==> config.mk <==
export PLATFORM = sky130hd
export DESIGN_NAME = length_prefixed_frame_parser
export DESIGN_NICKNAME = d
export VERILOG_FILES = /design/src/design/lpfp_pkg.sv /design/src/design/lpfp_core.sv /design/src/design/length_prefixed_frame_parser.sv
export SDC_FILE = /design/constraint.sdc
export NUM_CORES = 1
export LEC_CHECK = 0
export ABC_CLOCK_PERIOD_IN_PS = 3800
export BUFFER_PORTS_ARGS = -buffer_cell sky130_fd_sc_hd__buf_2
export CAP_MARGIN = 10
export CORE_ASPECT_RATIO = 1.1
export CORE_MARGIN = 2
export CORE_UTILIZATION = 55
export DETAILED_ROUTE_END_ITERATION = 16
export PLACE_DENSITY = 0.77
export RECOVER_POWER = 100
export SETUP_SLACK_MARGIN = 0.1
export SLEW_MARGIN = 20
export SYNTH_ARGS = -nofsm -noshare
export SYNTH_HDL_FRONTEND = slang
export SYNTH_SLANG_ARGS = --single-unit
==> constraint.sdc <==
create_clock -name clk -period 3.8 [get_ports clk]
set_input_delay 0.76 -clock clk [delete_from_list [all_inputs] [get_ports clk]]
set_output_delay 0.76 -clock clk [all_outputs]
set_load 0.01 [all_outputs]
==> src/design/lpfp_pkg.sv <==
// Shared types for the length-prefixed frame parser.
package lpfp_pkg;

  localparam int unsigned ByteW  = 8;
  localparam int unsigned FieldW = 16;

  // One-hot parse phases.
  typedef enum logic [3:0] {
    PH_ID      = 4'b0001,
    PH_TYPE    = 4'b0010,
    PH_LEN     = 4'b0100,
    PH_PAYLOAD = 4'b1000
  } lpfp_phase_t;

  // Result of one received byte.
  typedef struct packed {
    logic              header_done;
    logic [FieldW-1:0] message_id;
    logic [FieldW-1:0] message_type;
    logic [FieldW-1:0] payload_length;
    logic              payload_valid;
    logic [ByteW-1:0]  payload_byte;
    logic              frame_last;
  } lpfp_result_t;

endpackage

==> src/design/lpfp_core.sv <==
// Parse state registers and per-byte next-state and result logic.
module lpfp_core
  import lpfp_pkg::*;
(
  input  logic                clk,
  input  logic                rst,
  input  logic                advance,
  input  logic [ByteW-1:0]    rx_byte,
  output lpfp_result_t        result
);

  lpfp_phase_t       phase, phase_next;
  logic              low, low_next;
  logic [FieldW-1:0] id_reg, id_next;
  logic [FieldW-1:0] type_reg, type_next;
  logic [FieldW-1:0] len_reg, len_next;
  logic [FieldW-1:0] remaining, remaining_next;
  logic              hdr_done, pl_valid, last;

  always_comb begin
    phase_next     = phase;
    low_next       = low;
    id_next        = id_reg;
    type_next      = type_reg;
    len_next       = len_reg;
    remaining_next = remaining;
    hdr_done       = 1'b0;
    pl_valid       = 1'b0;
    last           = 1'b0;
    case (phase)
      PH_ID: begin
        id_next  = low ? {id_reg[FieldW-1:ByteW], rx_byte} : {rx_byte, {ByteW{1'b0}}};
        low_next = ~low;
        if (low) begin
          phase_next = PH_TYPE;
        end
      end
      PH_TYPE: begin
        type_next = low ? {type_reg[FieldW-1:ByteW], rx_byte} : {rx_byte, {ByteW{1'b0}}};
        low_next  = ~low;
        if (low) begin
          phase_next = PH_LEN;
        end
      end
      PH_LEN: begin
        len_next = low ? {len_reg[FieldW-1:ByteW], rx_byte} : {rx_byte, {ByteW{1'b0}}};
        low_next = ~low;
        if (low) begin
          hdr_done       = 1'b1;
          remaining_next = len_next;
          // empty payload: the length byte closes the frame
          if (len_next == '0) begin
            last       = 1'b1;
            phase_next = PH_ID;
          end else begin
            phase_next = PH_PAYLOAD;
          end
        end
      end
      PH_PAYLOAD: begin
        pl_valid = 1'b1;
        if (remaining <= FieldW'(1)) begin
          remaining_next = '0;
          last           = 1'b1;
          phase_next     = PH_ID;
          low_next       = 1'b0;
        end else begin
          remaining_next = remaining - FieldW'(1);
        end
      end
      default: begin
        phase_next = PH_ID;
        low_next   = 1'b0;
      end
    endcase
  end

  always_comb begin
    result.header_done    = hdr_done;
    result.message_id     = id_next;
    result.message_type   = type_next;
    result.payload_length = len_next;
    result.payload_valid  = pl_valid;
    result.payload_byte   = pl_valid ? rx_byte : '0;
    result.frame_last     = last;
  end

  always_ff @(posedge clk) begin
    if (rst) begin
      phase     <= PH_ID;
      low       <= 1'b0;
      id_reg    <= '0;
      type_reg  <= '0;
      len_reg   <= '0;
      remaining <= '0;
    end else if (advance) begin
      phase     <= phase_next;
      low       <= low_next;
      id_reg    <= id_next;
      type_reg  <= type_next;
      len_reg   <= len_next;
      remaining <= remaining_next;
    end
  end

endmodule

==> src/design/length_prefixed_frame_parser.sv <==
// Length-prefixed frame parser: one result per byte. Each accepted byte yields one result,
// registered in the output register. A new byte is taken in every cycle that the output
// register is empty or being drained, so while m_axis_tready stays high the sustained rate
// is one byte per clock; the single output register and the downstream m_axis_tready set
// it. Frames are a big-endian 16-bit id, type and length followed by length payload bytes;
// a zero length ends the frame on its last length byte, and the byte after a frame's last
// byte begins the next header.
module length_prefixed_frame_parser
  import lpfp_pkg::*;
(
  input  logic                          clk,
  input  logic                          rst,
  input  logic                          s_axis_tvalid,
  output logic                          s_axis_tready,
  input  logic [7:0]                    s_axis_tdata,  // [7:0] rx_byte
  output logic                          m_axis_tvalid,
  input  logic                          m_axis_tready,
  // [15:0] message_id, [31:16] message_type, [47:32] payload_length, [55:48] payload_byte
  output logic [3*FieldW+ByteW-1:0]     m_axis_tdata,
  output logic [1:0]                    m_axis_tuser,  // [0] header_done, [1] payload_valid
  output logic                          m_axis_tlast   // frame_last
);

  logic         accept;
  lpfp_result_t result;
  lpfp_result_t out_reg;
  logic         out_valid;

  assign s_axis_tready = ~out_valid | m_axis_tready;
  assign accept        = s_axis_tvalid & s_axis_tready;

  lpfp_core u_core (
    .clk     (clk),
    .rst     (rst),
    .advance (accept),
    .rx_byte (s_axis_tdata),
    .result  (result)
  );

  always_ff @(posedge clk) begin
    if (rst) begin
      out_valid <= 1'b0;
    end else if (accept) begin
      out_valid <= 1'b1;
    end else if (m_axis_tready) begin
      out_valid <= 1'b0;
    end
  end

  // hold the result until taken
  always_ff @(posedge clk) begin
    if (accept) begin
      out_reg <= result;
    end
  end

  assign m_axis_tvalid = out_valid;
  assign m_axis_tdata  = {out_reg.payload_byte, out_reg.payload_length,
                          out_reg.message_type, out_reg.message_id};
  assign m_axis_tuser  = {out_reg.payload_valid, out_reg.header_done};
  assign m_axis_tlast  = out_reg.frame_last;

  a_header_not_payload: assert property (@(posedge clk) disable iff (rst)
    m_axis_tvalid |-> !(m_axis_tuser[0] && m_axis_tuser[1]))
    else $error("header_done and payload_valid both set");

  a_last_kind: assert property (@(posedge clk) disable iff (rst)
    (m_axis_tvalid && m_axis_tlast) |-> (m_axis_tuser[0] || m_axis_tuser[1]))
    else $error("frame end on a header byte that did not finish the header");

  a_empty_frame_ends: assert property (@(posedge clk) disable iff (rst)
    (m_axis_tvalid && m_axis_tuser[0] && out_reg.payload_length == '0) |-> m_axis_tlast)
    else $error("empty frame not closed on its header");

  a_ready_when_empty: assert property (@(posedge clk) disable iff (rst)
    !m_axis_tvalid |-> s_axis_tready)
    else $error("input stalled with empty output register");

endmodule

* Word-level counts from Yosys, hierarchy flattened *
Index checks and enable logic that the tools add are counted.

operators by class
  add/subtract/negate cells = 1
  multipliers = 0
  div/mod/pow operators = 0
  magnitude comparators = 1
  equality and inequality tests = 8
  shift operators = 0
  mux-type cells = 25
  bitwise gates (word level) = 4
  reduce and logical (&&, ||, !) cells = 7

operator list
  kind                   number
  $mux 16                8
  $pmux 16 s2            1
  $mux 4                 5
  $le 16x1->1 const B    1
  $logic_not 16->1       1
  $pmux 4 s4             1
  $sub 16x1->16 const B  1
  $mux 1                 8
  $ne 2x1->1 const B     4
  $reduce_and 5->1       1
  $eq 4x1->1 const B     1
  $eq 4x2->1 const B     1
  $eq 4x3->1 const B     1
  $eq 4x4->1 const B     1
  $pmux 1 s2             2
  $reduce_bool 2->1      2
  $reduce_and 3->1       1
  $reduce_or 3->1        1
  $not 1->1              2
  $reduce_and 2->1       1
  $and 1x1->1            1
  $or 1x1->1             1

storage, ports and cells
  bits in registers = 129
  bits in latches = 0
  bits in writable memories = 0
  bits in read-only memories = 0
  input port bits = 12
  output and inout bits = 61
  word-level logic and storage cells = 60
  memories = 0

* Logic depth before layout (Yosys ltp) *
Gate-level depths: netlist of the first run.

  word-level depth = 5
  mapped depth = 8
  depth with buffers taken out = 7

* By module *
From an unflattened synthesis of the first run, not the netlist that was laid out.

unflattened totals
  cell total of the unflattened synthesis = 547
  area total of the unflattened synthesis = 5644.2 um^2

modules (own cells, without submodules)
  module                        times used  cells an instance  area an instance (um^2)  sequential area each (um^2)
  lpfp_core                     1           483                3817.4                   1381.3
  length_prefixed_frame_parser  1           64                 1826.8                   1791.7

* Least setup slack after synthesis of the first run *
Ideal clock, no wire load.

  path kind = input port to flip-flop
  start = in m_axis_tready
  end = reg out_reg (netlist bit m_axis_tdata[0]), enable pin
  library setup time = 0.446 ns
  arrival = 3.174 ns
  data required time = 3.354 ns
  path slack = 0.180 ns
  cell stages on the path = 4
  cells stage by stage = nand2b_1 -> nand2_1 -> inv_2 -> clkbuf_1

on the way
  word-level cells in the longest chain between the ends = 2

ends and longest elaborated chain
  what                    RTL line                            source
  start: declaration      length_prefixed_frame_parser.sv:17  input logic m_axis_tready,
  $or 1x1->1              length_prefixed_frame_parser.sv:29  assign s_axis_tready = ~out_valid | m_axis_tready;
  $and 1x1->1             length_prefixed_frame_parser.sv:30  assign accept = s_axis_tvalid & s_axis_tready;
  net accept              length_prefixed_frame_parser.sv:24  logic accept;
  end signal: assignment  length_prefixed_frame_parser.sv:53  out_reg <= result;
  end: declaration        length_prefixed_frame_parser.sv:26  lpfp_result_t out_reg;

The timed path passes the listed nets, and every way through them passes these cells.
A chain may end at the register's enable or synchronous reset.

* Worst setup path after layout of the first run *
  start = reg u_core.phase[3]
  end = reg u_core.remaining[15]

on the way
  word-level cells in the longest chain between the ends = 3

ends and longest elaborated chain
  what                                                       RTL line          source
  start: declaration                                         lpfp_core.sv:12   lpfp_phase_t phase, phase_next;
  start signal: assignment                                   lpfp_core.sv:97   phase <= phase_next;
  $eq 4x3->1 or $eq 4x4->1 (tied branches)                   lpfp_core.sv:30   case (phase)
  $ne 2x1->1 (no line) or $reduce_bool 2->1 (tied branches)  --
  $reduce_and 3->1 (no line)                                 --
  end signal: assignment                                     lpfp_core.sv:102  remaining <= remaining_next;
  end: declaration                                           lpfp_core.sv:17   logic [FieldW-1:0] remaining, remaining_next;

Parallel ways exist; a longest one is shown, timed or not.

==> results of run 1 <==
## cells by family (layout without fill, tap and decap cells)
family / after synthesis / count (layout) / share of synthesized area [%]
AND/OR/NAND/NOR: 231 / 231 / 19.3
AO/OA/AOI/OAI: 134 / 134 / 13.8
flip-flops: 129 / 129 / 57.0
buffers and inverters: 46 / 119 / 3.55
multiplexers: 30 / 30 / 5.94
adder cells (fa/ha/maj): 2 / 2 / 0.450
## stage by stage
| step | power [uW] | cells |
|---|---|---|
| after floorplan | 1770 | 572 |
| after CTS | 3390 | 765 |
| after global placement | 1860 | 733 |
| after detailed placement | 1870 | 733 |
| after global routing | 3470 | 765 |
| final | 3370 | 765 |
## critical path: stages, from the launching register on
cell and delay [ns]:
dfxtp_1 0.34, or4b_1 0.89, or2_0 0.53, a21oi_1 0.77, mux2i_1 0.28, a31oi_1 0.10
## final timing paths
kind	startpoint	end	slack, ns	cells past startpoint
max	u_core.phase[3]$_SDFFE_PP0P_	u_core.remaining[15]$_SDFFE_PP0P_	0.70	5
min	u_core.len_reg[3]$_SDFFE_PP0P_	u_core.len_reg[3]$_SDFFE_PP0P_	0.45	2
max reg2reg	u_core.phase[3]$_SDFFE_PP0P_	u_core.remaining[15]$_SDFFE_PP0P_	0.70	5
min reg2reg	u_core.len_reg[3]$_SDFFE_PP0P_	u_core.len_reg[3]$_SDFFE_PP0P_	0.45	2
## power by group
part           switching, uW  internal [uW]
clock                    577            963
sequential              29.7           1520
combinational            196           77.9
## layer usage
metal,track usage (%),routed length [um],up-vias
li1,-,-,2165
met1,31.2,5590,2208
met2,41.7,6670,213
met3,6.48,855,46
met4,13.1,450,0
met5,0,0,-
## final cells by class
cell class,instances,area (um^2)
Clock buffer,22,453
Clock inverter,10,110
Fill cell,776,3440
Inverter,10,38.8
Multi-Input combinational cell,397,2160
Sequential cell,129,3170
Tap cell,120,150
Timing Repair Buffer,77,314
## cells in the final DEF, fill, tap and decap left out, types with 4 or more instances in the layout
cell type  instances
clkinv_2           6
nor2_1            21
mux2_1            12
or3_1              4
edfxtp_1          59
nor4_1            11
mux2_2            12
dfxtp_1           70
o311ai_0           4
nand2b_1           5
inv_1              9
nand3_1           12
nand2_1          142
buf_2             10
a31oi_1           11
a21oi_1           69
mux2i_1            6
clkbuf_16         16
and2_0             5
nor3_1             9
a211oi_1           5
clkbuf_1          66
o21ai_0           32
or4b_1             4
==> impl_metrics.tcl, run 1 <==
set metrics [dict create \
    status "complete, but fails checks" \
    failed_checks "capacitance limit, slew limit" \
    dp_hpwl_um 8390 \
    vias_per_cell 6.05 \
    avgSynthCellArea_um2 9.73 \
    relSlewSlack_pct -11.8 \
    vdd.ir_drop.worst_mv 0.243 \
    cp-end-kind "flop" \
    drc 0 \
    antenna_cells 0 \
    io_buffers 72 \
    numCtsBuffers 17 \
    max_cap_viol_count 2 \
    largest_register_ffs 56 \
    drtIter0Drc 421 \
    synth.most_common_cell "nand2_1" \
    cp.required_ns 4.13 \
    yosysUniqueCellTypes 51 \
    gp_congestion 0.832 \
    hold_ws_ns 0.454 \
    grt_antenna_before_repair 0 \
    die_h_um 109 \
    design_area_um2 6400 \
    cp-start-kind "flop" \
    pin_count 73 \
    worst_slew_pin_slew_ns 1.68 \
    grt_overflow 0 \
    synthTopCellsByCount "141 x nand2_1, 70 x dfxtp_1, 68 x a21oi_1" \
    synth_cells 572 \
    cts_resized 0 \
    die-area_um2 10900 \
    crit_arrival_ns 3.43 \
    powerDensity_nw_per_um2 526 \
    num_rows 38 \
    num_vias 4632 \
    yosysSeqAreaShare_pct 57.0 \
    cp_max_fo 23 \
    wire_per_inst_um 17.7 \
    fin_skew_ns 0.0109 \
    post-cts-setup-buffers 0 \
    grt_max_degree 72 \
    grt_pass1_vias 4294 \
    cts_tree "done" \
    synth_area_leaders "edfxtp_1 32%, dfxtp_1 25%, nand2_1 9.5%" \
    synth_warnings 0 \
    dpl_cell_area_um2 5970 \
    finalWorstSetupSlack_ns 0.701 \
    cts_hold_buf 0 \
    min_path_type "reg2reg" \
    nets 646 \
    cts_buffer_depth 2 \
    grt_usage_pct 25.4 \
    final.min_clock_period_ns 3.10 \
    dieWidth_um 99.9 \
    critical_path_class "reg2reg" \
    first_pass_iters 6 \
    p_leak_uw 0.00222 \
    synthArstFlopShare_pct 0 \
    path_clk_slew_ns 0.06 \
    setup_viol 0 \
    clock-sinks 129 \
    synth_fp_nets 586 \
    netlist.area_leader.share_pct 31.8 \
    hold_violations 0 \
    maxSlewViolCount 73 \
    ys.flop_type "dfxtp_1" \
    fin_crit_sh_pct 81.6 \
    drtAntennaViolNets 0 \
    synth_seq_cells 129 \
    yosys.area.top_type "edfxtp_1" \
    wl_um 13600 \
    area_growth_syn_to_layout_pct 15.0 \
    start_util_pct 56.5 \
    grt_pass1_wl_um 21200 \
    cts_max_level 4 \
    final_util_pct 65.0 \
    finalSetupTns_ns 0 \
    clock.fmax_ghz 0.323 \
    rsz0062_at_grt "false" \
    clk_latency_ns 0.52 \
    post-place-ws_ns 1.25 \
    drive_gt1_share_pct 9.46 \
    synth_edf_count 59 \
    cts_root_buffer "clkbuf_8" \
    coreArea_um2 9840 \
    syn_area_um2 5560 \
]
Note: power is estimated with default switching activity, not from simulation.
==> run 2, diff against run 1 <==
Settings changed: ABC_AREA set to 1, ABC_CLOCK_PERIOD_IN_PS 3800 to 2500, CORE_UTILIZATION 55 to 52, PLACE_DENSITY 0.77 to 0.76.
Clock period 3.8 ns to 2.5 ns, I/O delays scaled along.
==> impl_metrics.tcl, run 2 <==
set metrics [dict create \
    netlist.area_leader.share_pct 30.1 \
    synthArstFlopShare_pct 0 \
    num_vias 4970 \
    crit_chain "nor2_1 -> nand3_2 -> inv_2 -> o21ai_2 -> inv_2 -> o21ai_0 -> nor2_1 -> nor2_1" \
    fin_skew_ns 0.00958 \
    synth_fp_nets 734 \
    drive_gt1_share_pct 7.77 \
    cts_max_level 4 \
    powerDensity_nw_per_um2 912 \
    cts_root_buffer "clkbuf_16" \
    wire_per_inst_um 14.6 \
    nets 799 \
    yosysUniqueCellTypes 33 \
    yosys.area.top_type "edfxtp_1" \
    crit_slowest_cell "dfxtp_1" \
    synth_warnings 0 \
    grt_pass1_wl_um 22000 \
    io_buffers 72 \
    cts_hold_buf 0 \
    synthTopCellsByCount "133 x nand2_1, 117 x nor2_1, 103 x inv_1" \
    drc 0 \
    synth_cells 720 \
    pin_count 73 \
    rsz0062_at_grt "false" \
    hold_violations 0 \
    start_util_pct 53.7 \
    cts_buffer_depth 2 \
    slowest_delay_ns 0.34 \
    drtAntennaViolNets 0 \
    cts_tree "done" \
    min_path_type "in2reg" \
    synth_seq_cells 129 \
    largest_register_ffs 56 \
    failed_checks "capacitance limit, slew limit" \
    final.min_clock_period_ns 2.12 \
    grt_overflow 0 \
    final_common_cell "nand2_1" \
    cp.required_ns 2.81 \
    cp-end-kind "flop" \
    yosysSeqAreaShare_pct 53.9 \
    drtIter0Drc 512 \
    maxSlewViolCount 42 \
    crit_arrival_ns 2.43 \
    path_common_cell "nor2_1" \
    final_cell_mix "135 x nand2_1, 119 x nor2_1, 104 x inv_1" \
    dpl_cell_area_um2 6320 \
    grt_max_degree 81 \
    fillers 959 \
    critical_path_class "reg2reg" \
    max_cap_viol_count 1 \
    dieWidth_um 105 \
    grt_pass1_vias 4645 \
    finalSetupTns_ns 0 \
    die-area_um2 12200 \
    area_growth_syn_to_layout_pct 14.4 \
    coreArea_um2 11000 \
    wl_um 13800 \
    fin_crit_sh_pct 84.9 \
    design_area_um2 6740 \
    vdd.ir_drop.worst_mv 0.493 \
    clock.fmax_ghz 0.471 \
    setup_viol 0 \
    syn_area_um2 5890 \
    status "complete, but fails checks" \
    num_rows 40 \
    synth.most_common_cell "nand2_1" \
    post-cts-setup-buffers 0 \
    synth_area_leaders "edfxtp_1 30%, dfxtp_1 24%, nand2_1 8.5%" \
    gp_congestion 0.905 \
    vias_per_cell 5.26 \
    cp-start-kind "flop" \
    placedCellCount 913 \
    power_uw 6140 \
    final_util_pct 61.4 \
    p_leak_uw 0.00316 \
    relSlewSlack_pct -0.821 \
    cts_resized 0 \
    clock-sinks 129 \
    numCtsBuffers 17 \
    fin_cells 945 \
    worst_slew_pin_slew_ns 1.51 \
    path_clk_slew_ns 0.05 \
    die_h_um 116 \
    grt_usage_pct 23.2 \
    antenna_cells 0 \
    avgSynthCellArea_um2 8.18 \
    dp_hpwl_um 9220 \
    clk_latency_ns 0.41 \
    ys.flop_type "dfxtp_1" \
    synth_edf_count 59 \
    first_pass_iters 5 \
    grt_antenna_before_repair 0 \
    cp_max_fo 21 \
]
[run 2: kinds of logic after synthesis]
kind of cell | Yosys count | synth area share [%]
adder cells (fa/ha/maj) | 2 | 0.425
AND/OR/NAND/NOR | 293 | 21.0
flip-flops | 129 | 53.9
XOR/XNOR | 6 | 0.892
buffers and inverters | 141 | 9.99
AO/OA/AOI/OAI | 149 | 13.9
[run 2: path summary, 6_finish.rpt]
kind	from	end	depth (start not counted)	slack, ns
worst max-delay path	u_core.phase[0]$_SDFFE_PP1P_	u_core.remaining[9]$_SDFFE_PP0P_	8	0.38
worst min-delay path	m_axis_tready	m_axis_tvalid$_SDFFE_PP0P_	4	0.41
worst max register to register	u_core.phase[0]$_SDFFE_PP1P_	u_core.remaining[9]$_SDFFE_PP0P_	8	0.38
worst min register to register	u_core.id_reg[9]$_SDFFE_PP0P_	u_core.id_reg[9]$_SDFFE_PP0P_	2	0.49
[run 2: metal layers]
metal	track usage (%)	routed length, um
met3	4.89	847
met5	0	0
met4	12.1	529
met2	39.7	6860
met1	27.7	5550
[run 2: area by class of cell]
type                            instances  area [um^2]  share of cell area (%)
Clock buffer                           19          433                    6.43
Clock inverter                         13          121                    1.80
Inverter                              108          407                    6.04
Multi-Input combinational cell        450         2090                    31.0
Sequential cell                       129         3170                    47.1
Tap cell                              147          184                    2.73
Timing Repair Buffer                   79          330                    4.90
[run 2: metrics by stage]
step                      hold WS (ns)  setup slack [ns]
after floorplan                  0.462             0.218
after global placement           0.475             0.588
after detailed placement         0.480             0.488
after CTS                        0.404             0.480
after global routing             0.462             0.129
final                            0.414             0.377
[run 2: power by group]
part / leakage, uW / switching, uW / internal, uW
logic: 0.00172 / 862 / 353
registers: 0.00117 / 112 / 2500
clock network: 0.000271 / 874 / 1450
total: 0.00316 / 1850 / 4300
[run 2: worst max-delay path, delay by kind of cell (launching register included)]
kind / cells / cell delay (ns)
compound gates: 2 / 0.36
simple gates: 4 / 0.70
flops: 1 / 0.34
buf+inv: 2 / 0.62
==> run 3, diff against run 2 <==
Settings changed: ABC_CLOCK_PERIOD_IN_PS 2500 to 2100, CORE_UTILIZATION 52 to 55.
Clock period 2.5 ns to 2.1 ns, I/O delays scaled along.
==> impl_metrics.tcl, run 3 (synthesis results as in run 2) <==
set metrics [dict create \
    p_sw_share_pct 30.4 \
    io_buffers 72 \
    p_int_uw 5170 \
    pwr-share-clk_pct 38.6 \
    grt_usage_pct 24.9 \
    start_util_pct 56.7 \
    crit_chain "nand2_1 -> nand2_2 -> inv_4 -> buf_2 -> nor2_1 -> nor2_1 -> o21ai_0 -> inv_1" \
    multi_input_area_um2 2100 \
    hold_ws_ns 0.338 \
    gp_congestion 0.901 \
    grt_max_degree 53 \
    area_growth_syn_to_layout_pct 15.4 \
    largest_register_ffs 56 \
    clk_latency_ns 0.41 \
    pin_count 73 \
    final.min_clock_period_ns 1.85 \
    dieWidth_um 103 \
    grt_overflow 0 \
    crit_arrival_ns 2.20 \
    seqCellArea_um2 3170 \
    path_common_cell "nor2_1" \
    vdd.ir_drop.worst_mv 0.579 \
    pwr-share-seq_pct 41.7 \
    num_rows 39 \
    cts_max_level 4 \
    final_cell_mix "133 x nand2_1, 119 x nor2_1, 104 x inv_1" \
    crit_slowest_cell "buf_2" \
    use_met3_pct 5.60 \
    powerDensity_nw_per_um2 1090 \
    coreArea_um2 10400 \
    cts_tree "done" \
    grtUsageMet1_pct 31.9 \
    post-place-ws_ns 0.417 \
    power_frac_comb_pct 19.8 \
    drtAntennaViolNets 0 \
    cts_hold_buf 0 \
    max_cap_viol_count 0 \
    min_path_type "in2reg" \
    numCtsBuffers 17 \
    clock.fmax_ghz 0.540 \
    final_common_cell "nand2_1" \
    worst_slew_pin_slew_ns 0.956 \
    p_leak_uw 0.00320 \
    dp_hpwl_um 9260 \
    wire_per_inst_um 14.5 \
    fillers 889 \
    wl_um 13700 \
    drc 0 \
    grt.busiest_layer "met2" \
    grt_antenna_before_repair 0 \
    nets 803 \
    status "complete, no violations" \
    cp_max_fo 52 \
    grt_pass1_vias 4569 \
    grt_pass1_wl_um 21900 \
    rrSetupSlack_ns 0.25 \
    path_clk_slew_ns 0.05 \
    cp_top_family "buffers and inverters" \
    cts_root_buffer "clkbuf_16" \
    num_vias 4909 \
    slowest_delay_ns 0.75 \
    cts_resized 0 \
    critical_path_class "reg2reg" \
    clock-sinks 129 \
    critical_path_buf_inv_count 3 \
    cts_buffer_depth 2 \
    die_h_um 113 \
    die-area_um2 11600 \
    vias_per_cell 5.19 \
    rsz0062_at_grt "false" \
    met2_usage_pct 40.0 \
    power_switching_uw 2250 \
    drive_gt1_share_pct 9.48 \
    hold_violations 0 \
    first_pass_iters 6 \
    finalSetupTns_ns 0 \
    relSlewSlack_pct 36.3 \
    finalWorstSetupSlack_ns 0.249 \
    fin_crit_sh_pct 88.1 \
    cp-start-kind "flop" \
    post-cts-setup-buffers 0 \
    dpl_cell_area_um2 6340 \
    design_area_um2 6800 \
    drtIter0Drc 387 \
    cp.required_ns 2.45 \
    antenna_cells 0 \
    cp-end-kind "flop" \
    maxSlewViolCount 0 \
    fin_skew_ns 0.00756 \
    setup_viol 0 \
]
[run 3: cell count changes in the layout (fill, tap and decap cells not counted), sizes merged]
cell      before  now
buf           15   20
clkinv         9    6
clkbuf        83   81
clkinvlp       3    5
inv          107  109
[run 3: worst reg2reg max path, delay by kind of cell (launching register included)]
family / cells / cell delay, ns
simple gates: 4 / 0.45
compound gates: 1 / 0.12
flops: 1 / 0.31
buf+inv: 3 / 0.92
[run 3: final timing paths]
kind / endpoint / cells past startpoint / startpoint
worst min-delay path: m_axis_tvalid$_SDFFE_PP0P_ / 4 / m_axis_tready
worst min register to register: u_core.id_reg[13]$_SDFFE_PP0P_ / 2 / u_core.id_reg[13]$_SDFFE_PP0P_
worst max register to register: u_core.len_reg[0]$_SDFFE_PP0P_ / 8 / m_axis_tvalid$_SDFFE_PP0P_
worst max-delay path: u_core.len_reg[0]$_SDFFE_PP0P_ / 8 / m_axis_tvalid$_SDFFE_PP0P_
[run 3: metal layers]
| metal | up-vias | routed length, um |
|---|---|---|
| met4 | 0 | 394 |
| met3 | 24 | 795 |
| met2 | 158 | 6790 |
| met1 | 2280 | 5740 |
| met5 | - | 0 |
| li1 | 2447 | - |
[run 3: final cells by class]
cell class / instances / share of cell area [%]
Timing Repair Buffer: 83 / 5.23
Inverter: 108 / 6.00
Multi-Input combinational cell: 450 / 30.9
Clock inverter: 14 / 2.06
Tap cell: 143 / 2.63
Sequential cell: 129 / 46.7
Clock buffer: 18 / 6.46
[run 3: stage by stage]
stage,std cells,util [%],total power [uW]
2_1_floorplan,720,-,4280
3_3_place_gp,913,61.0,4610
3_5_place_dp,913,61.0,4670
4_1_cts,945,66.6,7520
5_1_grt,945,65.4,7790
6_report,945,65.4,7430
[run 3: power groups by stage]
stage          clock [uW]  combinational, uW  sequential, uW
4_1_cts              2880               1550            3090
6_report             2860               1470            3090
5_1_grt              3000               1660            3120
3_3_place_gp            0               1480            3130
3_5_place_dp            0               1530            3140
2_1_floorplan           0               1070            3210
